===== src/rtl/hpts_pkg.sv =====
// ----------------------------------------------------------------------------
// hpts_pkg
// Types and constants shared by the haptic pulse train scheduler files.
// ----------------------------------------------------------------------------
package hpts_pkg;

	// item kinds on the request channel
	localparam logic MODE_CMD  = 1'b0;
	localparam logic MODE_TICK = 1'b1;

	// register indexes on the configuration port
	localparam logic REG_ENABLE   = 1'b0;
	localparam logic REG_STRENGTH = 1'b1;

	// timing and scaling constants
	localparam logic [15:0] DEFAULT_ON_MS = 16'd30;
	localparam logic [6:0]  FULL_PERCENT  = 7'd100;
	// floor(x / 100) == (x * RECIP_100) >> RECIP_SHIFT for x <= 255 * 100
	localparam logic [12:0] RECIP_100     = 13'd5243;
	localparam int          RECIP_SHIFT   = 19;
	localparam int          SCALE_W       = 20;
	localparam logic [SCALE_W-1:0] SCALE_RESET = SCALE_W'(100 * 5243);

	// amplitude byte lanes inside a stored amplitude word
	localparam logic [1:0] LANE_LEFT_LOW   = 2'd0;
	localparam logic [1:0] LANE_RIGHT_LOW  = 2'd1;
	localparam logic [1:0] LANE_LEFT_HIGH  = 2'd2;
	localparam logic [1:0] LANE_RIGHT_HIGH = 2'd3;

	typedef struct packed {
		logic        mode;
		logic [2:0]  pad_index;
		logic [7:0]  left_low_amp;
		logic [7:0]  right_low_amp;
		logic [7:0]  left_high_amp;
		logic [7:0]  right_high_amp;
		logic [15:0] on_time_ms;
		logic [15:0] off_delay_ms;
		logic [7:0]  repeat_count;
	} req_t;

	typedef struct packed {
		logic [2:0] channel;
		logic       drive_on;
		logic [7:0] out_left_low;
		logic [7:0] out_left_high;
		logic [7:0] out_right_low;
		logic [7:0] out_right_high;
		logic       last_of_tick;
	} drive_t;

	typedef enum logic [2:0] {
		ST_IDLE,
		ST_EVAL,
		ST_ADV,
		ST_SCALE,
		ST_PUSH,
		ST_FLUSH
	} state_t;

endpackage


===== src/rtl/hpts_chan_if.sv =====
// ----------------------------------------------------------------------------
// hpts_chan_if
// Valid/ready channel carrying one payload word per handshake.
// ----------------------------------------------------------------------------
interface hpts_chan_if #(
	parameter type payload_t = logic
) ();
	logic     valid;
	logic     ready;
	payload_t payload;

	modport source (output valid, output payload, input ready);
	modport sink   (input valid, input payload, output ready);
endinterface


===== src/rtl/haptic_pulse_train_scheduler_unit.sv =====
// ----------------------------------------------------------------------------
// haptic_pulse_train_scheduler_unit
// Per-channel vibration pulse trains, walked once per millisecond tick.
// ----------------------------------------------------------------------------
// A command word loads one channel in the cycle it is taken. A tick word
// starts a walk over the channels: each channel passes through a timer
// check state and an update state, and a channel that emits a drive word
// then scales its four amplitudes in turn through the single shared 8x20
// scaling multiplier and hands the word on. The last word of a tick is held
// back in a pending register so it can carry last_of_tick; the walk ends
// in a flush state. The walk waits whenever the drive channel stalls. No
// new word is taken during a walk. Strength writes recompute the scale
// factor in the write cycle.
// ----------------------------------------------------------------------------
module haptic_pulse_train_scheduler_unit
	import hpts_pkg::*;
#(
	parameter int NUM_CHANNELS = 4
) (
	input  logic               clk,
	input  logic               arst_n,
	hpts_chan_if.sink          req,
	hpts_chan_if.source        drive,
	input  logic               psel,
	input  logic               penable,
	input  logic               pwrite,
	input  logic [2:0]         paddr,
	input  logic [31:0]        pwdata,
	output logic [31:0]        prdata,
	output logic               pready
);

	localparam int CH_W = (NUM_CHANNELS > 1) ? $clog2(NUM_CHANNELS) : 1;

	// configuration registers
	logic               enable_q;
	logic [6:0]         strength_q;
	logic [SCALE_W-1:0] scale_q;

	// per-channel stores
	logic [31:0] amp_mem   [NUM_CHANNELS];
	logic [15:0] on_mem    [NUM_CHANNELS];
	logic [15:0] off_mem   [NUM_CHANNELS];
	logic [7:0]  rep_mem   [NUM_CHANNELS];
	logic [16:0] pos_mem   [NUM_CHANNELS];
	logic [8:0]  done_mem  [NUM_CHANNELS];
	logic [NUM_CHANNELS-1:0] active_q;
	logic [NUM_CHANNELS-1:0] on_flag_q;
	logic [NUM_CHANNELS-1:0] dirty_q;

	// sequencer
	state_t      state_q, state_d;
	logic [CH_W-1:0] idx_q;
	logic [1:0]  lane_q;
	logic        want_q;
	logic        adv_q;
	logic        fin_q;
	logic [16:0] pos_inc_q;
	drive_t      build_q;
	drive_t      pend_q;
	logic        pend_v_q;
	drive_t      out_q;
	logic        out_v_q;

	// request decode
	req_t        rq;
	logic        req_fire;
	logic        cmd_fire;
	logic        pad_ok;
	logic [CH_W-1:0] pad_idx;
	logic        amp_nz;

	// channel read and timer math
	logic [31:0] amp_rd;
	logic [15:0] on_rd;
	logic [15:0] off_rd;
	logic [7:0]  rep_rd;
	logic [16:0] pos_rd;
	logic [8:0]  done_rd;
	logic [15:0] on_eff;
	logic [16:0] cyc_len;
	logic        wrap;
	logic        emit;
	logic        last_ch;
	logic        out_free;
	logic        slot_ok;

	// shared scaling unit
	logic [7:0]         lane_amp;
	logic [SCALE_W+7:0] lane_prod;
	logic [7:0]         lane_res;

	// config port
	logic        cfg_wr;
	logic [6:0]  wr_pct;
	logic [6:0]  wr_sat;
	logic [SCALE_W-1:0] wr_scale;

	assign rq       = req.payload;
	assign req_fire = req.valid && req.ready;
	assign cmd_fire = req_fire && (rq.mode == MODE_CMD);
	assign pad_ok   = {1'b0, rq.pad_index} < 4'(NUM_CHANNELS);
	assign pad_idx  = rq.pad_index[CH_W-1:0];
	assign amp_nz   = |{rq.left_low_amp, rq.right_low_amp, rq.left_high_amp,
		rq.right_high_amp};

	assign amp_rd  = amp_mem[idx_q];
	assign on_rd   = on_mem[idx_q];
	assign off_rd  = off_mem[idx_q];
	assign rep_rd  = rep_mem[idx_q];
	assign pos_rd  = pos_mem[idx_q];
	assign done_rd = done_mem[idx_q];

	assign on_eff   = (on_rd != 16'd0) ? on_rd : DEFAULT_ON_MS;
	assign cyc_len  = {1'b0, off_rd} + {1'b0, on_eff};
	assign wrap     = pos_inc_q >= cyc_len;
	assign emit     = (want_q != on_flag_q[idx_q]) || (want_q && dirty_q[idx_q]);
	assign last_ch  = idx_q == CH_W'(NUM_CHANNELS - 1);
	assign out_free = !out_v_q || drive.ready;
	assign slot_ok  = !pend_v_q || out_free;

	// one amplitude lane per cycle through the multiplier
	assign lane_amp  = amp_rd[{lane_q, 3'b000} +: 8];
	assign lane_prod = {{SCALE_W{1'b0}}, lane_amp} * {8'd0, scale_q};
	assign lane_res  = build_q.drive_on ? lane_prod[RECIP_SHIFT +: 8] : 8'd0;

	// config write decode
	assign cfg_wr   = psel && penable && pwrite && pready;
	assign wr_pct   = pwdata[6:0];
	assign wr_sat   = (wr_pct > FULL_PERCENT) ? FULL_PERCENT : wr_pct;
	assign wr_scale = SCALE_W'(wr_sat) * SCALE_W'(RECIP_100);

	assign pready = 1'b1;

	// register readback
	always_comb begin
		case (paddr[2])
			REG_ENABLE:   prdata = {31'd0, enable_q};
			REG_STRENGTH: prdata = {25'd0, strength_q};
			default:      prdata = 32'd0;
		endcase
	end

	// next state
	always_comb begin
		state_d = state_q;
		case (state_q)
			ST_IDLE: begin
				if (req_fire && (rq.mode == MODE_TICK)) state_d = ST_EVAL;
			end
			ST_EVAL: state_d = ST_ADV;
			ST_ADV: begin
				if (emit) state_d = ST_SCALE;
				else if (last_ch) state_d = ST_FLUSH;
				else state_d = ST_EVAL;
			end
			ST_SCALE: begin
				if (lane_q == LANE_RIGHT_HIGH) state_d = ST_PUSH;
			end
			ST_PUSH: begin
				if (slot_ok) state_d = last_ch ? ST_FLUSH : ST_EVAL;
			end
			ST_FLUSH: begin
				if (slot_ok) state_d = ST_IDLE;
			end
			default: state_d = ST_IDLE;
		endcase
	end

	// channel outputs
	always_comb begin
		req.ready     = (state_q == ST_IDLE);
		drive.valid   = out_v_q;
		drive.payload = out_q;
	end

	// configuration registers
	always_ff @(posedge clk or negedge arst_n) begin
		if (!arst_n) begin
			enable_q   <= 1'b1;
			strength_q <= FULL_PERCENT;
			scale_q    <= SCALE_RESET;
		end else if (cfg_wr) begin
			case (paddr[2])
				REG_ENABLE:   enable_q <= pwdata[0];
				REG_STRENGTH: begin
					strength_q <= wr_pct;
					scale_q    <= wr_scale;
				end
				default: ;
			endcase
		end
	end

	// control state and channel flags
	always_ff @(posedge clk or negedge arst_n) begin
		if (!arst_n) begin
			state_q   <= ST_IDLE;
			idx_q     <= '0;
			lane_q    <= '0;
			active_q  <= '0;
			on_flag_q <= '0;
			dirty_q   <= '0;
			pend_v_q  <= 1'b0;
			out_v_q   <= 1'b0;
		end else begin
			state_q <= state_d;

			// flag changes from config writes
			if (cfg_wr && (paddr[2] == REG_ENABLE) && enable_q && !pwdata[0]) begin
				active_q <= '0;
				dirty_q  <= '0;
			end
			if (cfg_wr && (paddr[2] == REG_STRENGTH)) begin
				dirty_q <= dirty_q | active_q;
			end

			// command load
			if (cmd_fire && pad_ok) begin
				active_q[pad_idx] <= enable_q && amp_nz;
				dirty_q[pad_idx]  <= 1'b1;
			end

			if (req_fire && (rq.mode == MODE_TICK)) idx_q <= '0;

			// word leaves the output register
			if (out_v_q && drive.ready) out_v_q <= 1'b0;

			case (state_q)
				ST_ADV: begin
					if (fin_q) active_q[idx_q] <= 1'b0;
					dirty_q[idx_q] <= 1'b0;
					if (emit) on_flag_q[idx_q] <= want_q;
					lane_q <= LANE_LEFT_LOW;
					if (!emit && !last_ch) idx_q <= idx_q + CH_W'(1);
				end
				ST_SCALE: lane_q <= lane_q + 2'd1;
				ST_PUSH: begin
					if (slot_ok) begin
						if (pend_v_q) out_v_q <= 1'b1;
						pend_v_q <= 1'b1;
						if (!last_ch) idx_q <= idx_q + CH_W'(1);
					end
				end
				ST_FLUSH: begin
					if (slot_ok && pend_v_q) begin
						out_v_q  <= 1'b1;
						pend_v_q <= 1'b0;
					end
				end
				default: ;
			endcase
		end
	end

	// channel stores, timers and word payloads
	always_ff @(posedge clk) begin
		if (cmd_fire && pad_ok) begin
			amp_mem[pad_idx]  <= {rq.right_high_amp, rq.left_high_amp,
				rq.right_low_amp, rq.left_low_amp};
			on_mem[pad_idx]   <= rq.on_time_ms;
			off_mem[pad_idx]  <= rq.off_delay_ms;
			rep_mem[pad_idx]  <= rq.repeat_count;
			pos_mem[pad_idx]  <= '0;
			done_mem[pad_idx] <= '0;
		end

		case (state_q)
			// phase check at the current elapsed time
			ST_EVAL: begin
				adv_q     <= enable_q && active_q[idx_q] &&
					(done_rd < ({1'b0, rep_rd} + 9'd1));
				fin_q     <= enable_q && active_q[idx_q] &&
					(done_rd >= ({1'b0, rep_rd} + 9'd1));
				want_q    <= enable_q && active_q[idx_q] &&
					(done_rd < ({1'b0, rep_rd} + 9'd1)) && (pos_rd >= {1'b0, off_rd});
				pos_inc_q <= pos_rd + 17'd1;
			end
			// advance by one millisecond
			ST_ADV: begin
				if (adv_q) begin
					if (wrap) begin
						pos_mem[idx_q]  <= '0;
						done_mem[idx_q] <= done_rd + 9'd1;
					end else begin
						pos_mem[idx_q] <= pos_inc_q;
					end
				end
				build_q.channel        <= 3'(idx_q);
				build_q.drive_on       <= want_q;
				build_q.last_of_tick   <= 1'b0;
			end
			// scale one amplitude lane
			ST_SCALE: begin
				case (lane_q)
					LANE_LEFT_LOW:   build_q.out_left_low   <= lane_res;
					LANE_RIGHT_LOW:  build_q.out_right_low  <= lane_res;
					LANE_LEFT_HIGH:  build_q.out_left_high  <= lane_res;
					LANE_RIGHT_HIGH: build_q.out_right_high <= lane_res;
					default: ;
				endcase
			end
			// held word goes out, new word is held
			ST_PUSH: begin
				if (slot_ok) begin
					if (pend_v_q) out_q <= pend_q;
					pend_q <= build_q;
				end
			end
			// final word of the tick, last flag sits in the low bit
			ST_FLUSH: begin
				if (slot_ok && pend_v_q) begin
					out_q <= {pend_q[$bits(drive_t)-1:1], 1'b1};
				end
			end
			default: ;
		endcase
	end

endmodule


===== src/flat_wrapper.sv =====
// flat-port wrapper written by rule: the top's interface ports become plain ports
module haptic_pulse_train_scheduler_unit_flat import hpts_pkg::*;
#(
	parameter int NUM_CHANNELS = 4
)
  (clk, arst_n, psel, penable, pwrite, paddr, pwdata, prdata, pready, req_valid, req_payload, req_ready, drive_valid, drive_payload, drive_ready);
  hpts_chan_if #(.payload_t(req_t)) req_i ();
  hpts_chan_if #(.payload_t(drive_t)) drive_i ();
  input  logic clk;
  input  logic arst_n;
  input  logic psel;
  input  logic penable;
  input  logic pwrite;
  input  logic [2:0] paddr;
  input  logic [31:0] pwdata;
  output logic [31:0] prdata;
  output logic pready;
  input wire logic [$bits(req_i.valid)-1:0] req_valid;
  input wire logic [$bits(req_i.payload)-1:0] req_payload;
  output wire logic [$bits(req_i.ready)-1:0] req_ready;
  output wire logic [$bits(drive_i.valid)-1:0] drive_valid;
  output wire logic [$bits(drive_i.payload)-1:0] drive_payload;
  input wire logic [$bits(drive_i.ready)-1:0] drive_ready;
  assign req_i.valid = req_valid;
  assign req_i.payload = req_payload;
  assign req_ready = req_i.ready;
  assign drive_valid = drive_i.valid;
  assign drive_payload = drive_i.payload;
  assign drive_i.ready = drive_ready;
  haptic_pulse_train_scheduler_unit #(.NUM_CHANNELS(NUM_CHANNELS)) u_core (.clk(clk), .arst_n(arst_n), .req(req_i), .drive(drive_i), .psel(psel), .penable(penable), .pwrite(pwrite), .paddr(paddr), .pwdata(pwdata), .prdata(prdata), .pready(pready));
endmodule

===== config.mk =====
export PLATFORM = sky130hd
export DESIGN_NAME = haptic_pulse_train_scheduler_unit_flat
export DESIGN_NICKNAME = d
export VERILOG_FILES = /design/src/rtl/hpts_pkg.sv /design/src/rtl/hpts_chan_if.sv /design/src/rtl/haptic_pulse_train_scheduler_unit.sv /design/src/flat_wrapper.sv
export SDC_FILE = /design/constraint.sdc
export NUM_CORES = 1
export LEC_CHECK = 0
export BUFFER_PORTS_ARGS = -buffer_cell sky130_fd_sc_hd__buf_4
export CAP_MARGIN = 20
export CORE_MARGIN = 2
export CORE_UTILIZATION = 35
export CTS_CLUSTER_DIAMETER = 200
export DETAILED_ROUTE_END_ITERATION = 6
export GPL_TIMING_DRIVEN = 0
export MAX_ROUTING_LAYER = met4
export PLACE_DENSITY = 0.54
export SLEW_MARGIN = 20
export SYNTH_ARGS = -nofsm -noshare
export SYNTH_HDL_FRONTEND = slang
export SYNTH_SLANG_ARGS = --single-unit

===== constraint.sdc =====
create_clock -name clk -period 7.33 [get_ports clk]
set_input_delay 1.466 -clock clk [delete_from_list [all_inputs] [get_ports clk]]
set_output_delay 1.466 -clock clk [all_outputs]
set_load 0.005 [all_outputs]

==> results.json, run 1 <==
{
  "outcome": "completed",
  "ys_warn_count": 0,
  "cts_sinks": 567,
  "drive_gt1_frac": 0.210,
  "cp-end-kind": "register",
  "die_h_um": 293,
  "setup_viol": 0,
  "slew_viol_final": 0,
  "finalWirelength_mm": 65.8,
  "vias": 16600,
  "ioPinCount": 190,
  "fin_worst_skew_ns": 0.0307,
  "cts.reportedPaths.clkPinSlew_ns": 0.07,
  "grt_usage": 0.161,
  "synth_edf_count": 518,
  "fin_crit_sh": 0.967,
  "netlist_area_mm2": 0.0292,
  "synthDistinctLibCells": 63,
  "synthArstFlopShare": 0.0864,
  "io_buffers": 135,
  "grt_pass1_vias": 17400,
  "wl_per_cell_um": 19.6,
  "drt_iter0_markers": 978,
  "crit_slowest_cell": "fa_1",
  "synthCells": 1986,
  "worst_slew_margin_rel": 0.364,
  "synth_area_per_cell_um2": 14.7,
  "cts_buffers": 60,
  "synthTopCellsByArea": "edfxtp_1 (53%), fa_1 (8.5%), mux4_2 (8.4%)",
  "initial_core_util": 0.355,
  "cpMostUsedCell": "fa_1",
  "grt-ovfl-total": 0,
  "seq_area_frac_synth": 0.575,
  "dp_hpwl_mm": 48.4,
  "grt_antenna_before_repair": 5,
  "rows": 105,
  "cp.arrival_ns": 7.42,
  "cp_top_family": "adder cells",
  "drc_errors": 0,
  "worst_slew_pin_slew_ns": 0.930,
  "area_growth_pct": 17.3,
  "cpPeakStageDelay_ns": 0.56,
  "synth_top_area_share": 0.533,
  "cts_tree": "yes",
  "place_congestion": 0.866,
  "die_x_um": 293,
  "finish.net_count": 2631,
  "tns_ns": 0,
  "drt.antenna.violating_nets": 0,
  "cap_violations": 0,
  "required_ns": 7.66,
  "path_cells": "clkbuf_4, clkbuf_2, mux4_2, mux4_2, clkbuf_1, and2_1, fa_1, inv_1, fa_1, fa_1, fa_1, inv_1, ha_1, and4_1, nand3_1, a2111oi_4, a21o_2, a211oi_2, o31ai_1, xnor2_1, nor2_2",
  "cts-root-buf": "clkbuf_16",
  "fp.coreArea_mm2": 0.0824,
  "crit_type": "register to register",
  "ys_ff_latch": 567,
  "synth_top_area_cell": "edfxtp_1",
  "hp-class": "register to register",
  "finalHoldViolations": 0,
  "clock.fmax_ghz": 0.141,
  "clk_latency_ns": 0.63,
  "firstDrtPassIters": 5,
  "path_buf_inv": 5,
  "die_area_mm2": 0.0858,
  "n_fill_cell": 7457,
  "grt_pass1_wl_mm": 103,
  "cp-start-kind": "register",
  "grt_setup_unrepaired": "true",
  "fin_crit_ns": 7.09,
  "synth-main-ff-cell": "edfxtp_1",
  "vias_per_cell": 4.94,
  "crit_fanout": 10,
  "cts_buffer_depth": 3,
  "grt_max_degree": 50,
  "cts-htree-levels": 2
}
==> cells by family after synthesis <==
kind of cell	Yosys count	synth area share
other	2	0.000257
flip-flops	567	0.575
buffers and inverters	300	0.0438
adder cells (fa/ha/maj)	289	0.156
AND/OR/NAND/NOR	470	0.0808
AO/OA/AOI/OAI	179	0.0390
XOR/XNOR	63	0.0189
multiplexers	116	0.0867
==> cell usage after synthesis, drive strengths merged, types with 18 or more instances <==
master	n
inv	204
nor2	58
xnor2	37
o21ai	50
fa	124
edfxtp	518
dfrtp	42
buf	56
nor3	18
nor3b	18
nand2	162
xor2	26
a21oi	43
clkbuf	40
nand3	35
ha	165
mux4	109
and2	99
==> worst register-to-register path: stages, from the launching register on <==
cell       delay (ns)
dfrtp_1          0.42
clkbuf_4         0.29
clkbuf_2         0.36
mux4_2           0.40
mux4_2           0.55
clkbuf_1         0.29
and2_1           0.27
fa_1             0.56
inv_1            0.06
fa_1             0.47
fa_1             0.53
fa_1             0.55
inv_1            0.04
ha_1             0.28
and4_1           0.19
nand3_1          0.22
a2111oi_4        0.36
a21o_2           0.26
a211oi_2         0.10
o31ai_1          0.33
xnor2_1          0.18
nor2_2           0.09
==> sequential cells by signal, summed over array words and instances, names as in the netlist, 2 cells and up <==
| name | flops |
|---|---|
| u_core.lane_q | 2 |
| u_core.build_q | 35 |
| u_core.pend_q | 35 |
| u_core.drive.payload | 36 |
| u_core.amp_mem | 128 |
| u_core.on_mem | 64 |
| u_core.on_flag_q | 4 |
| u_core.off_mem | 64 |
| u_core.active_q | 4 |
| u_core.pos_mem | 68 |
| u_core.pos_inc_q | 17 |
| u_core.state_q | 3 |
| u_core.dirty_q | 4 |
| u_core.rep_mem | 32 |
| u_core.idx_q | 2 |
| u_core.scale_q | 20 |
| u_core.done_mem | 36 |
| u_core.strength_q | 7 |
==> placed cells by master, fill, tap and decap left out, types with 13 or more instances in the layout <==
cell type / instances
nand2_1: 162
edfxtp_1: 518
and2_1: 99
nand3_1: 35
a21o_1: 14
and3_1: 15
inv_1: 198
buf_4: 174
a31oi_1: 13
o21ai_0: 36
clkbuf_1: 31
clkbuf_16: 61
mux4_2: 109
conb_1: 27
o21a_1: 14
nor2_1: 55
nor3b_2: 13
xnor2_1: 37
ha_1: 165
nor3_1: 17
nand4_1: 15
xor2_1: 26
dfrtp_1: 41
fa_1: 124
a21oi_1: 41
==> routing by layer <==
layer  vias to the layer above  routed length (µm)  global-route usage
li1                       7655                   -                   -
met1                      8439               28900               0.207
met2                       380               32000               0.264
met3                        88                3400              0.0285
met4                         0                1540              0.0408
met5                         -                   0                   -
==> area by class of cell <==
cell class              instances  area [µm²]  share of cell area
diodes                          5        12.5            0.000365
plain buffers                  95         617              0.0180
clock buffers                  72        1590              0.0464
clock inverters                42         395              0.0115
inverters                     204         783              0.0229
multi-input cells            1144       11400               0.334
flip-flops and latches        567       16800               0.490
well taps                    1070        1340              0.0391
repair buffers                152        1290              0.0376
==> per-stage QoR <==
step	cell area, µm²	hold slack (ns)	setup slack (ns)	utilization	cells
2_1_floorplan	29300	0.400	0.571	-	2011
3_3_place_gp	31700	0.405	-2.39	0.384	3216
3_5_place_dp	32000	0.405	-2.02	0.388	3228
4_1_cts	34100	0.407	0.00240	0.414	3344
5_1_grt	34300	0.423	-0.0272	0.416	3351
6_report	34300	0.414	0.244	0.416	3351
==> repair_timing <==
item | CTS | global route
pin swaps | 3 | 3
endpoints found under the setup margin | 172 | 168
setup buffers | 3 | 2
hold buffers | 0 | 0
gates resized for setup | 35 | 60
==> path summary, 6_finish.rpt <==
kind / startpoint / end / slack [ns] / depth (start not counted)
min in group asynchronous: arst_n / u_core.strength_q[0]$_DFFE_PN0P_ / 0.88 / 1
worst min-delay path: u_core.build_q[11]$_DFFE_PP_ / u_core.pend_q[11]$_DFFE_PP_ / 0.41 / 0
worst max-delay path: u_core.idx_q[1]$_DFF_PN0_ / u_core.build_q[15]$_DFFE_PP_ / 0.24 / 21
worst max register to register: u_core.idx_q[1]$_DFF_PN0_ / u_core.build_q[15]$_DFFE_PP_ / 0.24 / 21
max in group asynchronous: arst_n / u_core.idx_q[0]$_DFF_PN0_ / 5.91 / 1
worst min register to register: u_core.build_q[11]$_DFFE_PP_ / u_core.pend_q[11]$_DFFE_PP_ / 0.41 / 0
Power of run 1 is not shown: default switching activity piles up to over one toggle a cycle in this logic, so the estimate is an artifact.
==> run 2, diff against run 1 <==
--- a/config.mk
+++ b/config.mk
@@ -5,15 +5,15 @@
 export SDC_FILE = /design/constraint.sdc
 export NUM_CORES = 1
 export LEC_CHECK = 0
-export BUFFER_PORTS_ARGS = -buffer_cell sky130_fd_sc_hd__buf_4
 export CAP_MARGIN = 20
 export CORE_MARGIN = 2
 export CORE_UTILIZATION = 35
 export CTS_CLUSTER_DIAMETER = 200
 export DETAILED_ROUTE_END_ITERATION = 6
+export DONT_BUFFER_PORTS = 1
 export GPL_TIMING_DRIVEN = 0
 export MAX_ROUTING_LAYER = met4
-export PLACE_DENSITY = 0.54
+export PLACE_DENSITY = 0.52
 export SLEW_MARGIN = 20
 export SYNTH_ARGS = -nofsm -noshare
 export SYNTH_HDL_FRONTEND = slang
==> run 2 against run 1 <==
Hold slack got worse by 0.0014 ns. Routed wire length shrank 0.33%. Critical path depth unchanged. Cell area fell by 3.0%. Count of clock-buffer cells in the layout fell by 2. Critical path type unchanged.
==> results.json, run 2 (same netlist as run 1, synthesis figures left out) <==
{
  "required_ns": 7.67,
  "drive_gt1_frac": 0.160,
  "vias": 15900,
  "grt_pass1_wl_mm": 102,
  "cpPeakStageDelay_ns": 0.55,
  "crit_type": "register to register",
  "hp-class": "register to register",
  "postPlaceCellArea_mm2": 0.0309,
  "finish.net_count": 2494,
  "dp_hpwl_mm": 48.3,
  "die_x_um": 293,
  "path_buf_inv": 5,
  "ioPinCount": 190,
  "dp_slack_ns": -2.00,
  "num_antenna_cells": 0,
  "fin_worst_skew_ns": 0.0253,
  "io_buffers": 0,
  "largest_reg_flops": 128,
  "setup_viol": 0,
  "cpMostUsedCell": "fa_1",
  "outcome": "completed",
  "cp-end-kind": "register",
  "fp.coreArea_mm2": 0.0824,
  "cts_sinks": 567,
  "cts-root-buf": "clkbuf_16",
  "clk_latency_ns": 0.63,
  "initial_core_util": 0.355,
  "firstDrtPassIters": 5,
  "cap_violations": 0,
  "finalWirelength_mm": 65.6,
  "grt_setup_unrepaired": "false",
  "grt_antenna_before_repair": 1,
  "cts.reportedPaths.clkPinSlew_ns": 0.06,
  "rows": 105,
  "cts_tree": "yes",
  "cp_top_family": "adder cells",
  "grt-ovfl-total": 0,
  "drt.antenna.violating_nets": 0,
  "cts_hold_buffers": 0,
  "fin_crit_sh": 0.957,
  "reg.largest.list": "u_core.amp_mem x128, u_core.pos_mem x68",
  "finalHoldViolations": 0,
  "vias_per_cell": 4.97,
  "final_cell_mix": "edfxtp_1 (518), inv_1 (198), ha_1 (165)",
  "drc_errors": 0,
  "die_area_mm2": 0.0858,
  "die_h_um": 293,
  "fin_crit_ns": 7.02,
  "whs_ns": 0.413,
  "cp.arrival_ns": 7.36,
  "top_register": "u_core.amp_mem",
  "worst_slew_pin_slew_ns": 1.02,
  "crit_fanout": 10,
  "worst_slew_margin_rel": 0.318,
  "cts_buffer_depth": 3,
  "layout_setup_ws_ns": 0.314,
  "place_congestion": 0.826,
  "grt_usage": 0.161,
  "path_cells": "clkbuf_4, clkbuf_2, mux4_2, mux4_2, clkbuf_2, and2_1, fa_1, fa_1, fa_1, inv_1, fa_1, inv_1, ha_1, and4_1, nand3_1, a2111oi_2, a21o_2, a211oi_4, o31ai_1, xnor2_1, nor2_1",
  "n_fill_cell": 7515,
  "wl_per_cell_um": 20.5,
  "area_growth_pct": 13.7,
  "clock.fmax_ghz": 0.143,
  "grt_max_degree": 50,
  "crit_slowest_cell": "mux4_2",
  "cts_buffers": 61,
  "grt_pass1_vias": 17200,
  "final_common_cell": "edfxtp_1",
  "drt_iter0_markers": 895,
  "cts-htree-levels": 2,
  "final_area_mm2": 0.0332,
  "cp-start-kind": "register",
  "slew_viol_final": 0
}
==> run 2: changes by cell type in the layout (fill, tap and decap cells not counted), moves of 5 or more <==
cell        change
buf_4         -140
buf_6           +6
buf_8           -6
clkinvlp_4      -6
diode_2         -5
==> run 2: area by class of cell <==
class	instances	area (µm²)	area share
sequential	567	16800	0.506
timing repair buffer	14	253	0.00761
inverter	204	786	0.0237
tap	1070	1340	0.0403
clock buffer	70	1560	0.0470
buffer	95	627	0.0189
clock inverter	42	398	0.0120
multi-input combinational	1144	11500	0.345
==> run 2: layer usage <==
layer  part of all wire  vias up  GRT usage  routed length (µm)
li1                   -     7366          -                   -
met1               0.43     8099      0.202               28500
met2               0.48      367      0.263               31600
met3              0.059      106     0.0367                3850
met4              0.026        0     0.0429                1690
met5                  0        -          -                   0
==> run 2: timing repair <==
action / 4_1_cts / 5_1_grt
setup endpoints to repair: 172 / 140
gates resized for setup: 51 / 50
buffers inserted: 2 / 0
pin swaps: 2 / 1
==> run 2: per-stage QoR <==
step | setup TNS (ns) | instances | util
6_report | 0 | 3206 | 0.403
3_5_place_dp | -221.02 | 3093 | 0.376
5_1_grt | 0 | 3206 | 0.403
4_1_cts | 0 | 3206 | 0.402
2_1_floorplan | 0 | 2011 | -
3_3_place_gp | -196.64 | 3081 | 0.372
==> run 2: final timing paths <==
| path | start | to | slack, ns | depth (start not counted) |
|---|---|---|---|---|
| worst max-delay path | u_core.idx_q[1]$_DFF_PN0_ | u_core.build_q[31]$_DFFE_PP_ | 0.31 | 21 |
| min in group asynchronous | arst_n | u_core.strength_q[3]$_DFFE_PN0P_ | 0.53 | 0 |
| worst min register to register | u_core.pend_q[20]$_DFFE_PP_ | u_core.drive.payload[20]$_DFFE_PP_ | 0.41 | 0 |
| worst min-delay path | u_core.pend_q[20]$_DFFE_PP_ | u_core.drive.payload[20]$_DFFE_PP_ | 0.41 | 0 |
| max in group asynchronous | arst_n | u_core.scale_q[2]$_DFFE_PN1P_ | 6.59 | 0 |
| worst max register to register | u_core.idx_q[1]$_DFF_PN0_ | u_core.build_q[31]$_DFFE_PP_ | 0.31 | 21 |
==> run 2: worst register-to-register path: stages (launching register included) <==
cell and delay, ns:
dfrtp_1 0.42, clkbuf_4 0.29, clkbuf_2 0.40, mux4_2 0.42, mux4_2 0.55, clkbuf_2 0.27, and2_1 0.24, fa_1 0.55
fa_1 0.44, fa_1 0.55, inv_1 0.06, fa_1 0.53, inv_1 0.06, ha_1 0.30, and4_1 0.17, nand3_1 0.20
a2111oi_2 0.35, a21o_2 0.29, a211oi_4 0.10, o31ai_1 0.31, xnor2_1 0.16, nor2_1 0.09
Power of run 2 is left out for the same reason.
